[config.mk]
export PLATFORM = sky130hd
export DESIGN_NAME = tcw_ctrl
export DESIGN_NICKNAME = d
export VERILOG_FILES = /design/src/design/tcw_pkg.sv /design/src/design/tcw_ctrl.sv
export VERILOG_INCLUDE_DIRS = /design/src /design/src/design
export SDC_FILE = /design/constraint.sdc
export NUM_CORES = 1
export LEC_CHECK = 0
export BUFFER_PORTS_ARGS = -buffer_cell sky130_fd_sc_hd__buf_4
export CORE_MARGIN = 2
export CORE_UTILIZATION = 49
export CTS_BUF_LIST = sky130_fd_sc_hd__clkbuf_16
export DETAILED_ROUTE_END_ITERATION = 7
export PLACE_DENSITY = 0.76
export SLEW_MARGIN = 20
export SYNTH_ARGS = -nofsm -noshare
export SYNTH_HDL_FRONTEND = slang
export SYNTH_SLANG_ARGS = --single-unit
export TNS_END_PERCENT = 5
[constraint.sdc]
create_clock -name clk -period 3.1 [get_ports clk]
set_input_delay 0.31 -clock clk [delete_from_list [all_inputs] [get_ports clk]]
set_output_delay 0.31 -clock clk [all_outputs]
set_load 0.05 [all_outputs]
[src/design/text_console_writer_macros.svh]
// assertion macros used by the text console writer sequencer
`ifndef TEXT_CONSOLE_WRITER_MACROS_SVH
`define TEXT_CONSOLE_WRITER_MACROS_SVH

// checked property, masked while reset is asserted
`define TCW_ASSERT(lbl, prop, msg) \
	lbl: assert property (@(posedge clk) disable iff (!arst_n) prop) else $error(msg);

// checked property, also active during reset
`define TCW_ASSERT_ALWAYS(lbl, prop, msg) \
	lbl: assert property (@(posedge clk) prop) else $error(msg);

`endif

[src/design/tcw_pkg.sv]
// shared types, codes and helpers of the text console writer
`timescale 1ns / 1ps
`default_nettype none

package tcw_pkg;

	localparam int CELL_W     = 16;
	localparam int COLOUR_W   = 4;
	localparam int CHAR_W     = 8;
	localparam int FUNC_W     = 2;
	localparam int IDX_W      = 11;
	localparam int OUT_COL_W  = 7;
	localparam int OUT_ROW_W  = 5;
	localparam int S_DATA_W   = 24;
	localparam int M_DATA_W   = 32;
	localparam int CFG_IDX_W  = 2;
	localparam int CFG_DATA_W = 8;

	// function codes
	localparam logic [FUNC_W-1:0] FUNC_WRITE = 2'd0;
	localparam logic [FUNC_W-1:0] FUNC_CLEAR = 2'd1;
	localparam logic [FUNC_W-1:0] FUNC_READ  = 2'd2;

	// register indexes
	localparam logic [CFG_IDX_W-1:0] CFG_FG = 2'd0;
	localparam logic [CFG_IDX_W-1:0] CFG_BG = 2'd1;

	localparam logic [CHAR_W-1:0]   NEWLINE_CHAR = 8'h0A;
	localparam logic [CHAR_W-1:0]   BLANK_CHAR   = 8'h20;
	localparam logic [COLOUR_W-1:0] FG_RESET     = 4'd7;
	localparam logic [COLOUR_W-1:0] BG_RESET     = 4'd0;

	typedef struct packed {
		logic [COLOUR_W-1:0] bg;
		logic [COLOUR_W-1:0] fg;
	} colours_t;

	// attribute in the high byte, character in the low byte
	function automatic logic [CELL_W-1:0] make_cell(colours_t c, logic [CHAR_W-1:0] ch);
		return {c.bg, c.fg, ch};
	endfunction

	localparam logic [CELL_W-1:0] RESET_BLANK = {BG_RESET, FG_RESET, BLANK_CHAR};

endpackage

`default_nettype wire

[src/design/tcw_ctrl.sv]
// command sequencer: cursor, clear and scroll sweeps, result register
`timescale 1ns / 1ps
`default_nettype none
`include "text_console_writer_macros.svh"

module tcw_ctrl #(
	parameter int COLUMNS = 80,
	parameter int ROWS    = 25
) (
	input  wire                                   clk,
	input  wire                                   arst_n,
	input  tcw_pkg::colours_t                     colours,
	input  wire                                   s_tvalid,
	output logic                                  s_tready,
	input  wire  [tcw_pkg::S_DATA_W-1:0]          s_tdata,
	output logic                                  m_tvalid,
	input  wire                                   m_tready,
	output logic [tcw_pkg::M_DATA_W-1:0]          m_tdata,
	output logic                                  mem_wr_en,
	output logic [$clog2(COLUMNS*ROWS)-1:0]       mem_wr_addr,
	output logic [tcw_pkg::CELL_W-1:0]            mem_wr_data,
	output logic                                  mem_rd_en,
	output logic [$clog2(COLUMNS*ROWS)-1:0]       mem_rd_addr,
	input  wire  [tcw_pkg::CELL_W-1:0]            mem_rd_data
);
	import tcw_pkg::*;

	localparam int CELL_COUNT = COLUMNS * ROWS;
	localparam int ADDR_W     = $clog2(CELL_COUNT);
	localparam int COL_W      = $clog2(COLUMNS);
	localparam int ROW_W      = $clog2(ROWS);

	localparam logic [ADDR_W-1:0] LAST_CELL    = ADDR_W'(CELL_COUNT - 1);
	localparam logic [ADDR_W-1:0] COLS_A       = ADDR_W'(COLUMNS);
	localparam logic [ADDR_W-1:0] BOTTOM_START = ADDR_W'(CELL_COUNT - COLUMNS);
	localparam logic [COL_W-1:0]  COL_LAST     = COL_W'(COLUMNS - 1);
	localparam logic [ROW_W-1:0]  ROW_LAST     = ROW_W'(ROWS - 1);

	typedef enum logic [7:0] {
		S_INIT   = 8'b0000_0001,
		S_IDLE   = 8'b0000_0010,
		S_EXEC   = 8'b0000_0100,
		S_READ   = 8'b0000_1000,
		S_FILL   = 8'b0001_0000,
		S_SCROLL = 8'b0010_0000,
		S_SBLANK = 8'b0100_0000,
		S_EMIT   = 8'b1000_0000
	} state_t;

	state_t              state_q;
	logic [FUNC_W-1:0]   func_q;
	logic [CHAR_W-1:0]   char_q;
	logic [IDX_W-1:0]    idx_q;
	logic [COL_W-1:0]    cur_col_q;
	logic [ROW_W-1:0]    cur_row_q;
	logic [ADDR_W-1:0]   ptr_q;
	logic [CELL_W-1:0]   value_q;
	logic                copy_s1;
	logic [ADDR_W-1:0]   waddr_s1;
	logic                m_tvalid_q;
	logic [M_DATA_W-1:0] m_tdata_q;

	logic [ADDR_W-1:0]       cur_addr;
	logic [ADDR_W+IDX_W-1:0] idx_ext;
	logic                    idx_ok;
	logic                    is_newline;
	logic                    wrap;
	logic [COL_W+OUT_COL_W-1:0] col_ext;
	logic [ROW_W+OUT_ROW_W-1:0] row_ext;

	assign cur_addr   = ADDR_W'(cur_row_q * COLS_A) + ADDR_W'(cur_col_q);
	assign idx_ext    = (ADDR_W + IDX_W)'(idx_q);
	assign idx_ok     = 32'(idx_q) < 32'(CELL_COUNT);
	assign is_newline = char_q == NEWLINE_CHAR;
	assign wrap       = is_newline || (cur_col_q == COL_LAST);
	assign col_ext    = (COL_W + OUT_COL_W)'(cur_col_q);
	assign row_ext    = (ROW_W + OUT_ROW_W)'(cur_row_q);

	assign s_tready = state_q == S_IDLE;
	assign m_tvalid = m_tvalid_q;
	assign m_tdata  = m_tdata_q;

	always_comb begin
		mem_wr_en   = 1'b0;
		mem_wr_addr = ptr_q;
		mem_wr_data = make_cell(colours, BLANK_CHAR);
		mem_rd_en   = 1'b0;
		mem_rd_addr = ptr_q;
		if (copy_s1) begin
			mem_wr_en   = 1'b1;
			mem_wr_addr = waddr_s1;
			mem_wr_data = mem_rd_data;
		end else begin
			case (state_q)
				S_INIT: begin
					mem_wr_en   = 1'b1;
					mem_wr_data = RESET_BLANK;
				end
				S_FILL, S_SBLANK: begin
					mem_wr_en = 1'b1;
				end
				S_EXEC: begin
					if (func_q == FUNC_WRITE && !is_newline) begin
						mem_wr_en   = 1'b1;
						mem_wr_addr = cur_addr;
						mem_wr_data = make_cell(colours, char_q);
					end
				end
				default: begin
				end
			endcase
		end
		case (state_q)
			S_EXEC: begin
				if (func_q == FUNC_READ && idx_ok) begin
					mem_rd_en   = 1'b1;
					mem_rd_addr = idx_ext[ADDR_W-1:0];
				end
			end
			S_SCROLL: begin
				mem_rd_en = 1'b1;
			end
			default: begin
			end
		endcase
	end

	always_ff @(posedge clk or negedge arst_n) begin
		if (!arst_n) begin
			state_q    <= S_INIT;
			cur_col_q  <= '0;
			cur_row_q  <= '0;
			ptr_q      <= '0;
			copy_s1    <= 1'b0;
			m_tvalid_q <= 1'b0;
		end else begin
			if (m_tvalid_q && m_tready) begin
				m_tvalid_q <= 1'b0;
			end
			case (state_q)
				S_INIT: begin
					if (ptr_q == LAST_CELL) begin
						state_q <= S_IDLE;
					end
					ptr_q <= ptr_q + 1'b1;
				end
				S_IDLE: begin
					if (s_tvalid) begin
						state_q <= S_EXEC;
					end
				end
				S_EXEC: begin
					ptr_q   <= '0;
					state_q <= S_EMIT;
					case (func_q)
						FUNC_WRITE: begin
							if (!wrap) begin
								cur_col_q <= cur_col_q + 1'b1;
							end else begin
								cur_col_q <= '0;
								if (cur_row_q == ROW_LAST) begin
									ptr_q   <= COLS_A;
									state_q <= S_SCROLL;
								end else begin
									cur_row_q <= cur_row_q + 1'b1;
								end
							end
						end
						FUNC_CLEAR: begin
							state_q <= S_FILL;
						end
						FUNC_READ: begin
							if (idx_ok) begin
								state_q <= S_READ;
							end
						end
						default: begin
						end
					endcase
				end
				S_READ: begin
					state_q <= S_EMIT;
				end
				S_FILL: begin
					if (ptr_q == LAST_CELL) begin
						state_q <= S_EMIT;
					end
					ptr_q <= ptr_q + 1'b1;
				end
				S_SCROLL: begin
					copy_s1 <= 1'b1;
					if (ptr_q == LAST_CELL) begin
						ptr_q   <= BOTTOM_START;
						state_q <= S_SBLANK;
					end else begin
						ptr_q <= ptr_q + 1'b1;
					end
				end
				S_SBLANK: begin
					copy_s1 <= 1'b0;
					// the last copy still owns the write port while copy_s1 is set
					if (!copy_s1) begin
						if (ptr_q == LAST_CELL) begin
							state_q <= S_EMIT;
						end
						ptr_q <= ptr_q + 1'b1;
					end
				end
				S_EMIT: begin
					if (!m_tvalid_q || m_tready) begin
						m_tvalid_q <= 1'b1;
						state_q    <= S_IDLE;
					end
				end
				default: begin
					state_q <= S_IDLE;
				end
			endcase
		end
	end

	// payload registers
	always_ff @(posedge clk) begin
		if (s_tvalid && s_tready) begin
			func_q <= s_tdata[1:0];
			char_q <= s_tdata[9:2];
			idx_q  <= s_tdata[20:10];
		end
		if (state_q == S_EXEC) begin
			value_q <= '0;
		end else if (state_q == S_READ) begin
			value_q <= mem_rd_data;
		end
		if (state_q == S_SCROLL) begin
			waddr_s1 <= ptr_q - COLS_A;
		end
		if (state_q == S_EMIT && (!m_tvalid_q || m_tready)) begin
			m_tdata_q <= {4'b0, row_ext[OUT_ROW_W-1:0], col_ext[OUT_COL_W-1:0], value_q};
		end
	end

	`TCW_ASSERT(a_no_same_entry, (mem_wr_en && mem_rd_en) |-> (mem_wr_addr != mem_rd_addr), "write and read hit the same cell")
	`TCW_ASSERT(a_result_from_emit, $rose(m_tvalid_q) |-> $past(state_q == S_EMIT), "result raised outside emit")
	`TCW_ASSERT(a_cursor_range, (cur_col_q <= COL_LAST) && (cur_row_q <= ROW_LAST), "cursor out of screen")
	`TCW_ASSERT_ALWAYS(a_copy_only_scroll, copy_s1 |-> (state_q == S_SCROLL || state_q == S_SBLANK), "copy pending outside scroll")

endmodule

`default_nettype wire

==> results by group, run 1 <==
Yosys
  – Post-synth EDFFs: 60
  – Post-synthesis cell count: 484
  – Synthesized area per cell: 11.1 sq um
  – Post-synthesis sequential area ratio: 0.550
  – Synth Cell Area: 5360 sq um
  – Yosys warnings: 0
  – Synth unique cells: 66
  – Top_reg_cell synth: edfxtp_1
  – #FFs+latches synth: 109
  – Synth async-reset ratio: 0.303

Critical path
  – Delay-heaviest family, CP: adder cells
  – Kind of critical path: flop to primary output
  – Worst Reg-to-Reg Cells: 4
  – Slowest-stage cell, CP: dfrtp_1
  – CP startpoint: cur_row_q[1]
  – Worst Path Required: 2.79 ns
  – Flop-to-flop setup slack: 0.50 ns
  – Critical path, cell by cell: ha_1, ha_1, fa_2, xor2_2, o2111ai_1, xor3_1, mux2i_1, o21ai_1, buf_6
  – Critical Path End Type: primary output
  – Critical Path Source Type: flop
  – Worst Path Arrival: 2.71 ns
  – Worst reg2reg endpoint: m_tdata[25]
  – WP buf/inv: 1
  – Crit path max fanout: 2
  – Reg-to-Reg Start: state_q[3]
  – CP peak stage delay: 0.39 ns
  – CP dominant cell by count: ha_1

Timing
  – Relative slew slack: 0.544
  – Worst Tran Pin Value: 0.680 ns
  – Final Hold Violating Endpoints: 0
  – RSZ-0062 raised after global routing: no
  – Fmax: 331 MHz
  – Tmin final: 3.02 ns
  – Worst Hold Margin: 0.130 ns
  – Final setup violation count: 0
  – Max Slew Vio Count: 0
  – Fin crit share: 0.976
  – Clock skew: 0.00763 ns

Floorplan
  – Core Region: 10,700 sq um
  – Initial Util: 0.499
  – Die Y: 109 microns
  – FP Rows: 38
  – I/O Pins: 126
  – Die Wd: 109 microns
  – Die ar.: 11,800 sq um

Worst hold path
  – Worst min-delay path endpoint: idx_q[0]
  – Worst hold stages: 1
  – HP Start: s_tdata[10]
  – Worst Hold Class: input port to flop

Place
  – Gpl congestion: 0.912
  – Placed cells: 735
  – Count of input and output buffers: 118
  – DP HPWL: 9300 microns
  – Area post-placement: 6420 sq um

Finish
  – Antenna cell count: 0
  – Fin nets: 678
  – Design Area, Final: 6710 sq um
  – Area grow syn2layout: 25.1%
  – Commonest non-fill, non-tap cell in the layout: buf_4
  – Layout cell share with drive strength beyond 1: 0.284
  – Final core occ: 0.625
  – Fin cells: 753
  – Most frequent cells in the layout: buf_4, edfxtp_1, nor2_1

Clock network
  – Worst-path clk slew: 0.07 ns
  – CTS Root Cell: clkbuf_16
  – Worst-Skew Late Latency: 0.35 ns
  – Clock sink total: 109
  – Maximum clock path buffer count: 2
  – Number of buffers created by CTS: 9
  – CTS tree: built
  – H-tree depth: 3

Global route
  – GRT overflow: 0
  – GR Util met1: 0.294
  – Largest net degree at the start of global routing: 50
  – Initial antenna violation count: 0
  – Met2 usage: 0.364
  – Busiest layer in global routing: met2
  – Total Routing Usage GR: 0.222
  – Vias in the first global route: 3,986
  – First-pass GRT wire length: 20,000 microns
  – GR Layer Usage met3: 0.0347

Route
  – Post-Route WL: 12,700 microns
  – Vias: 4,214
  – Drt via density: 5.60
  – First-pass DRT Iterations: 5
  – ANT nets after route: 0
  – # DRC: 0
  – Avg WL per Cell: 16.9 microns
  – Starting DRC count in detailed routing: 341

Pwr
  – Pwr Density: 587 nW/um^2
  – Design Power: 3.94 mW
  – Worst vdd ir: 0.310 mV
  – Leakage: 2.96 nW

Job
  – Max-cap violations: 0

Status
  – Status: completed
## cells by family after synthesis
| family | share of synthesized area |
|---|---|
| XOR/XNOR | 0.0306 |
| buffers and inverters | 0.0380 |
| flip-flops | 0.550 |
| AND/OR/NAND/NOR | 0.155 |
| other | 0.000699 |
| multiplexers | 0.0625 |
| AO/OA/AOI/OAI | 0.119 |
| adder cells (fa/ha/maj) | 0.0448 |
## power breakdown
part           switching, mW  internal (mW)  total (mW)  leakage, nW
Sequential             0.139           1.79        1.93         1.15
Combinational          0.618          0.349       0.967         1.68
Clock                  0.508          0.536        1.04        0.133
Total                   1.26           2.67        3.94         2.96
## flip-flops by register name, indices dropped and copies added (netlist names)
| register | flops |
|---|---|
| waddr_s1 | 11 |
| cur_row_q | 5 |
| cur_col_q | 7 |
| m_tvalid | 1 |
| ptr_q | 11 |
| func_q | 2 |
| m_tdata | 28 |
| value_q | 16 |
| idx_q | 11 |
| state_q | 8 |
| copy_s1 | 1 |
| char_q | 8 |
## timing repair
item | in CTS | in global routing
pin swaps | 2 | 1
gates resized for setup | 2 | 3
hold buffers | 1 | 0
setup buffers | 1 | 0
endpoints found under the setup margin | 1 | 4
hold endpoints to repair | 32 | 0
## worst reg2reg max path: stages (launching register included)
cell and delay, ns:
dfrtp_1 0.47, or4_4 0.61, or4_2 0.69, nor2b_2 0.13, buf_4 0.34
## through the flow
step                      setup TNS (ns)  worst slack, ns
final                                  0           0.0755
after floorplan                   -0.420           -0.300
after global routing                   0          0.00491
after CTS                              0           0.0505
after global placement                 0            0.253
after detailed placement               0            0.202
## how the worst max path moves through the flow
stage | slack [ns] | endpoint | depth (start not counted)
finish | 0.08 | mem_wr_addr[10] | 9
global route | 0.005 | mem_wr_addr[1] | 7
CTS | 0.05 | mem_wr_addr[10] | 9
detailed placement | 0.20 | mem_wr_addr[10] | 9
global placement | 0.25 | mem_wr_addr[10] | 9
floorplan | -0.30 | mem_wr_addr[10] | 8
## synth_stat cells, types with 3 or more instances
cell type | instances | share of area
nor2b_1 | 7 | 0.0082
nor2_1 | 44 | 0.031
mux2_2 | 12 | 0.025
nand3_1 | 9 | 0.0084
mux2i_1 | 20 | 0.037
buf_2 | 4 | 0.0037
inv_1 | 17 | 0.012
buf_4 | 6 | 0.0084
o22ai_1 | 4 | 0.0047
a21oi_1 | 18 | 0.017
nand2_1 | 43 | 0.030
dfrtp_1 | 32 | 0.15
dfxtp_1 | 16 | 0.060
ha_1 | 16 | 0.037
and3_1 | 8 | 0.0093
xor2_1 | 5 | 0.0082
a211oi_1 | 4 | 0.0056
o211ai_1 | 3 | 0.0042
edfxtp_1 | 60 | 0.34
clkbuf_1 | 13 | 0.0091
nor4_1 | 9 | 0.010
and2_1 | 4 | 0.0047
o31ai_1 | 4 | 0.0056
a22o_1 | 8 | 0.013
o21ai_0 | 40 | 0.037
nand4_1 | 8 | 0.0093
xnor2_1 | 11 | 0.018
nand2b_1 | 3 | 0.0035
nor3_1 | 10 | 0.0093
or4_1 | 3 | 0.0042
## per-layer routing
layer  wire length [microns]  vias up
met5                       0        -
met3                     987       16
met1                    5440     1986
met2                    6090      191
met4                     197        0
li1                        -     2021
## layout make-up
cell class                 instances  area [sq um]
fill                             889          4030
sequential                       109          2950
multi-input combinational        335          2230
timing repair buffer             136          1030
clock buffer                       9           225
tap                              140           175
inverter                          17          63.8
clock inverter                     7          36.3
Power figures use the tool's default switching activity.
==> run 2: changes to the inputs <==
==> constraint.sdc (replaced) <==
create_clock -name clk -period 3.1 [get_ports clk]
set_input_delay 0.465 -clock clk [delete_from_list [all_inputs] [get_ports clk]]
set_output_delay 0.465 -clock clk [all_outputs]
set_load 0.05 [all_outputs]
==> results by group, run 2 (synthesis gave the netlist of run 1 again) <==
Critical path
  – Kind of critical path: flop to primary output
  – Reg-to-Reg Start: state_q[3]
  – CP startpoint: cur_row_q[2]
  – Critical Path Source Type: flop
  – Crit path max fanout: 5 (+3)
  – Worst Path Required: 2.63 ns (-0.16 ns)
  – Critical Path End Type: primary output
  – Flop-to-flop setup slack: 0.49 ns (about the same)
  – Worst Path Arrival: 2.60 ns (-0.11 ns)

Pwr
  – Worst vdd ir: 0.281 mV (-9.4%)
  – Pint: 2.70 mW (+0.98%)
  – Net Switching: 1.29 mW (+2.0%)
  – Part of the power in registers: 0.485 (-0.005)
  – Comb power frac: 0.245 (about the same)
  – Pwr Density: 586 nW/um^2 (about the same)
  – Clock power frac: 0.270 (+0.005)
  – Switch share: 0.323 (+0.00216)
  – Leakage: 2.97 nW (about the same)
  – Design Power: 3.99 mW (+1.3%)

Finish
  – Design Area, Final: 6810 sq um (+1.4%)
  – Area grow syn2layout: 26.9%
  – Most frequent cells in the layout: buf_4, edfxtp_1, nor2_1
  – Area of the multi-input gates: 2300 sq um (+2.9%)
  – Fin nets: 679 (+0.15%)
  – Layout cell share with drive strength beyond 1: 0.305 (+0.0207)
  – Commonest non-fill, non-tap cell in the layout: buf_4
  – Sequential cell area: 2950 sq um (about the same)
  – Antenna cell count: 0 (unchanged)
  – Fin cells: 754 (+0.13%)
  – Max reg flops: 28 (unchanged)
  – Fill cells: 859 (-3.4%)

Global route
  – Total Routing Usage GR: 0.226 (+0.00483)
  – Largest net degree at the start of global routing: 34 (-32%)
  – Vias in the first global route: 4,203 (+5.4%)
  – First-pass GRT wire length: 20,500 microns (+2.6%)
  – Initial antenna violation count: 0 (unchanged)
  – GRT overflow: 0 (unchanged)

Floorplan
  – Core Region: 10,700 sq um (unchanged)
  – Die ar.: 11,800 sq um (unchanged)
  – FP Rows: 38 (unchanged)
  – Die Y: 109 microns (unchanged)
  – I/O Pins: 126 (unchanged)
  – Initial Util: 0.499 (unchanged)
  – Die Wd: 109 microns (unchanged)

Timing
  – Max Slew Vio Count: 0 (unchanged)
  – Relative slew slack: 0.450 (-0.0939)
  – Fin crit share: 0.989 (+0.0137)
  – Clock skew: 0.00708 ns (-0.000555 ns)
  – Worst Tran Pin Value: 0.824 ns (+0.145 ns)
  – Fmax: 326 MHz (-1.4%)
  – Final setup violation count: 0 (unchanged)
  – Final WS setup: 0.0332 ns (-0.0423 ns)
  – Final Hold Violating Endpoints: 0 (unchanged)
  – Tmin final: 3.07 ns (+0.0423 ns)
  – RSZ-0062 raised after global routing: yes

Place
  – Placed cells: 737 (+0.27%)
  – Worst slack, placed: 0.0677 ns (-0.134 ns)
  – DP HPWL: 9520 microns (+2.4%)
  – Count of input and output buffers: 118 (unchanged)
  – Area post-placement: 6430 sq um (+0.23%)
  – Gpl congestion: 0.843 (-7.6%)

Route
  – Post-Route WL: 13,100 microns (+3.0%)
  – Avg WL per Cell: 17.4 microns (+2.9%)
  – Starting DRC count in detailed routing: 393 (+15%)
  – Drt via density: 5.72 (+2.2%)
  – Vias: 4,314 (+2.4%)
  – # DRC: 0 (unchanged)
  – ANT nets after route: 0 (unchanged)
  – First-pass DRT Iterations: 5 (unchanged)

Clock network
  – Worst-Skew Late Latency: 0.34 ns (about the same)
  – H-tree depth: 3 (unchanged)
  – Worst-path clk slew: 0.07 ns (about the same)
  – Clock sink total: 109 (unchanged)
  – Maximum clock path buffer count: 2 (unchanged)
  – CTS tree: built
  – CTS Root Cell: clkbuf_16
  – Number of buffers created by CTS: 9 (unchanged)

Worst hold path
  – Worst Hold Class: input port to asynchronous set/reset pin

Job
  – Max-cap violations: 0 (unchanged)

Status
  – Status: completed
==> run 2: cell types whose count changed in the layout (fill, tap and decap cells not counted), sizes merged <==
cell,delta
buf,+2
clkinv,+2
clkinvlp,-1
dlygate4sd3,-1
inv,-1
==> run 2: metrics by stage <==
step	hold WS (ns)	utilization	setup TNS, ns
2_1_floorplan	0.169	-	-1.09
3_3_place_gp	0.409	0.599	0
3_5_place_dp	0.417	0.599	0
4_1_cts	0.0753	0.630	0
5_1_grt	0.0941	0.633	-0.153
6_report	0.0620	0.633	0
==> run 2: power groups by stage <==
stage | combinational [mW] | clock (mW) | sequential (mW)
finish | 0.979 | 1.08 | 1.94
global route | 1.06 | 1.16 | 1.96
CTS | 0.974 | 1.10 | 1.93
detailed placement | 0.969 | 0 | 1.96
global placement | 0.939 | 0 | 1.94
floorplan | 0.627 | 0 | 1.99
==> run 2: final cells by class <==
cell class,instances,share of cell area
multi-input cells,335,0.338
clock inverters,7,0.00882
well taps,140,0.0257
flip-flops and latches,109,0.434
clock buffers,9,0.0331
inverters,17,0.00937
repair buffers,137,0.152
==> run 2: repair_timing <==
| action | CTS | global route |
|---|---|---|
| hold buffers | 0 | 0 |
| setup endpoints to repair | 1 | 20 |
| pin swaps | 6 | 1 |
| setup buffers | 0 | 1 |
| gates cloned | 0 | 0 |
| resized for setup | 9 | 5 |
==> run 2: final timing paths <==
path / depth (start not counted) / to
min in group clk: 1 / char_q[1]
worst max-delay path: 8 / mem_wr_addr[8]
worst min-delay path: 1 / cur_col_q[5]
worst max register to register: 4 / m_tdata[27]
max in group asynchronous: 1 / state_q[0]
worst min register to register: 0 / m_tdata[3]
==> run 2: per-layer routing <==
metal  track usage  routed length [microns]  vias up
met1         0.284                     5250     2039
li1              -                        -     2023
met5             0                        0        -
met3        0.0442                     1160       33
met2         0.375                     6350      219
met4         0.114                      335        0
==> run 2: worst max-delay path, stage by stage (launching register included) <==
cell and delay (ns):
dfrtp_2 0.46, ha_2 0.36, ha_1 0.25, nor2b_2 0.19, o21ai_0 0.28, xnor2_1 0.17, mux2i_1 0.09, o21ai_0 0.21
buf_4 0.25
==> run 3: changes to the inputs <==
Settings changed: CORE_MARGIN 2 to 3.
==> results by group, run 3 (synthesis gave the netlist of run 1 again) <==
Finish
  – Antenna cell count: 0 (unchanged)
  – Layout cell share with drive strength beyond 1: 0.296 (-0.00881)
  – Most frequent cells in the layout: buf_4, edfxtp_1, nor2_1
  – Fin nets: 677 (-0.29%)
  – Max reg flops: 28 (unchanged)
  – Fill cells: 829 (-3.5%)
  – Final core occ: 0.646 (+0.0122)
  – Commonest non-fill, non-tap cell in the layout: buf_4
  – Area grow syn2layout: 25.9%

Place
  – Gpl congestion: 0.868 (+3.0%)
  – Worst slack, placed: 0.0759 ns (+0.00817 ns)
  – Count of input and output buffers: 118 (unchanged)
  – DP HPWL: 9400 microns (-1.3%)

Timing
  – Max Slew Vio Count: 0 (unchanged)
  – Final Hold Violating Endpoints: 0 (unchanged)
  – Fmax: 323 MHz (-0.92%)
  – Final WS setup: 0.00477 ns (-0.0284 ns)
  – Clock skew: 0.0119 ns (+0.00480 ns)
  – Fin crit share: 0.998 (+0.00917)
  – Worst Tran Pin Value: 0.783 ns (-0.0411 ns)
  – Final setup violation count: 0 (unchanged)
  – Relative slew slack: 0.478 (+0.0274)
  – RSZ-0062 raised after global routing: yes
  – Worst Hold Margin: 0.0663 ns (+0.00438 ns)
  – Tmin final: 3.10 ns (+0.0284 ns)

Clock network
  – CTS Root Cell: clkbuf_16
  – Worst-path clk slew: 0.08 ns (about the same)
  – Worst-Skew Late Latency: 0.35 ns (about the same)
  – Maximum clock path buffer count: 2 (unchanged)
  – Clock sink total: 109 (unchanged)
  – CTS tree: built
  – H-tree depth: 3 (unchanged)
  – Number of buffers created by CTS: 9 (unchanged)

Route
  – # DRC: 0 (unchanged)
  – Drt via density: 5.70 (-0.46%)
  – First-pass DRT Iterations: 5 (unchanged)
  – Avg WL per Cell: 16.9 microns (-2.6%)
  – Starting DRC count in detailed routing: 274 (-30%)
  – Post-Route WL: 12,600 microns (-3.4%)
  – Vias: 4,260 (-1.3%)
  – ANT nets after route: 0 (unchanged)

Pwr
  – Switch share: 0.324 (+0.000412)
  – Net Switching: 1.30 mW (+0.40%)
  – Worst vdd ir: 0.292 mV (+3.9%)
  – Leakage: 2.97 nW (about the same)
  – Clock power frac: 0.273 (+0.003)
  – Part of the power in registers: 0.483 (-0.002)
  – Comb power frac: 0.244 (about the same)
  – Pwr Density: 592 nW/um^2 (+1.0%)
  – Pint: 2.71 mW (+0.21%)

Global route
  – Initial antenna violation count: 0 (unchanged)
  – GRT overflow: 0 (unchanged)
  – Total Routing Usage GR: 0.206 (-0.0207)
  – Vias in the first global route: 4,022 (-4.3%)
  – Largest net degree at the start of global routing: 34 (unchanged)
  – First-pass GRT wire length: 20,600 microns (+0.51%)

Critical path
  – Critical Path Source Type: flop
  – Worst Path Required: 2.63 ns (about the same)
  – WP buf/inv: 1 (unchanged)
  – Critical Path End Type: primary output
  – CP peak stage delay: 0.56 ns (+0.10 ns)
  – Crit path max fanout: 3 (-2)
  – Worst Path Arrival: 2.63 ns (+0.03 ns)
  – Flop-to-flop setup slack: 0.52 ns (+0.03 ns)
  – Kind of critical path: flop to primary output
  – WP depth: 8 (unchanged)
  – Critical path, cell by cell: ha_1, ha_2, fa_2, o2111ai_1, xor3_1, mux2i_1, o21ai_1, buf_6
  – Slowest-stage cell, CP: fa_2
  – Delay-heaviest family, CP: adder cells
  – Worst Reg-to-Reg Cells: 4 (unchanged)

Floorplan
  – FP Rows: 37 (-2.6%)
  – Initial Util: 0.513 (+0.0135)
  – Core Region: 10,500 sq um (-2.6%)
  – Die Y: 111 microns (+1.8%)
  – I/O Pins: 126 (unchanged)
  – Die ar.: 12,200 sq um (+3.7%)
  – Die Wd: 111 microns (+1.8%)

Status
  – Status: completed

Job
  – Max-cap violations: 0 (unchanged)

Worst hold path
  – Worst Hold Class: input port to asynchronous set/reset pin
run 3: cell types whose count changed in the layout (fill, tap and decap cells not counted), sizes merged:
cell	delta
buf	-2
clkinv	-2
clkinvlp	+1
inv	+1
run 3: path summary, 6_finish.rpt:
| check | start | end |
|---|---|---|
| setup / recovery | cur_row_q[1] | mem_wr_addr[10] |
| hold / removal | arst_n | cur_col_q[5] |
| setup reg to reg | state_q[3] | m_tdata[26] |
| hold reg to reg | value_q[14] | m_tdata[14] |
| max in group asynchronous | arst_n | state_q[0] |
| min in group clk | s_tdata[3] | char_q[1] |
run 3: cell type report:
cell class	instances	area (sq um)	area share
multi-input combinational	335	2250	0.334
tap	136	170	0.0252
timing repair buffer	135	1030	0.152
inverter	17	63.8	0.00945
sequential	109	2950	0.437
clock buffer	9	225	0.0333
clock inverter	7	60.1	0.00889
run 3: through the flow:
step / area, sq um / setup TNS, ns / instances / power, mW
3_3_place_gp: 6430 / 0 / 731 / 2.89
6_report: 6760 / 0 / 748 / 4.00
5_1_grt: 6760 / -0.166 / 748 / 4.19
3_5_place_dp: 6430 / 0 / 731 / 2.93
2_1_floorplan: 5380 / -1.09 / 487 / 2.62
4_1_cts: 6740 / -0.0420 / 748 / 4.01
run 3: worst reg2reg max path: stages, from the launching register on:
cell and delay, ns:
dfrtp_1 0.47, or4_4 0.61, or4_2 0.69, nor2b_2 0.13
buf_4 0.33
run 3: timing repair:
item | in CTS | in global routing
gates resized for setup | 4 | 5
setup buffers | 1 | 0
endpoints found under the setup margin | 17 | 8
pin swaps | 2 | 0
hold buffers | 0 | 0
run 3: routing by layer:
layer	part of all wire	global-route usage	wire, microns
met3	0.076	0.0460	967
met2	0.47	0.331	5950
met5	0	0	0
met4	0.011	0.0599	136
met1	0.44	0.281	5590
run 3: power by group through the flow:
stage | registers, mW | logic (mW) | clock network, mW
after global placement | 1.94 | 0.948 | 0
final | 1.93 | 0.977 | 1.09
after CTS | 1.93 | 0.976 | 1.10
after detailed placement | 1.96 | 0.970 | 0
after floorplan | 1.99 | 0.627 | 0
after global routing | 1.96 | 1.06 | 1.17
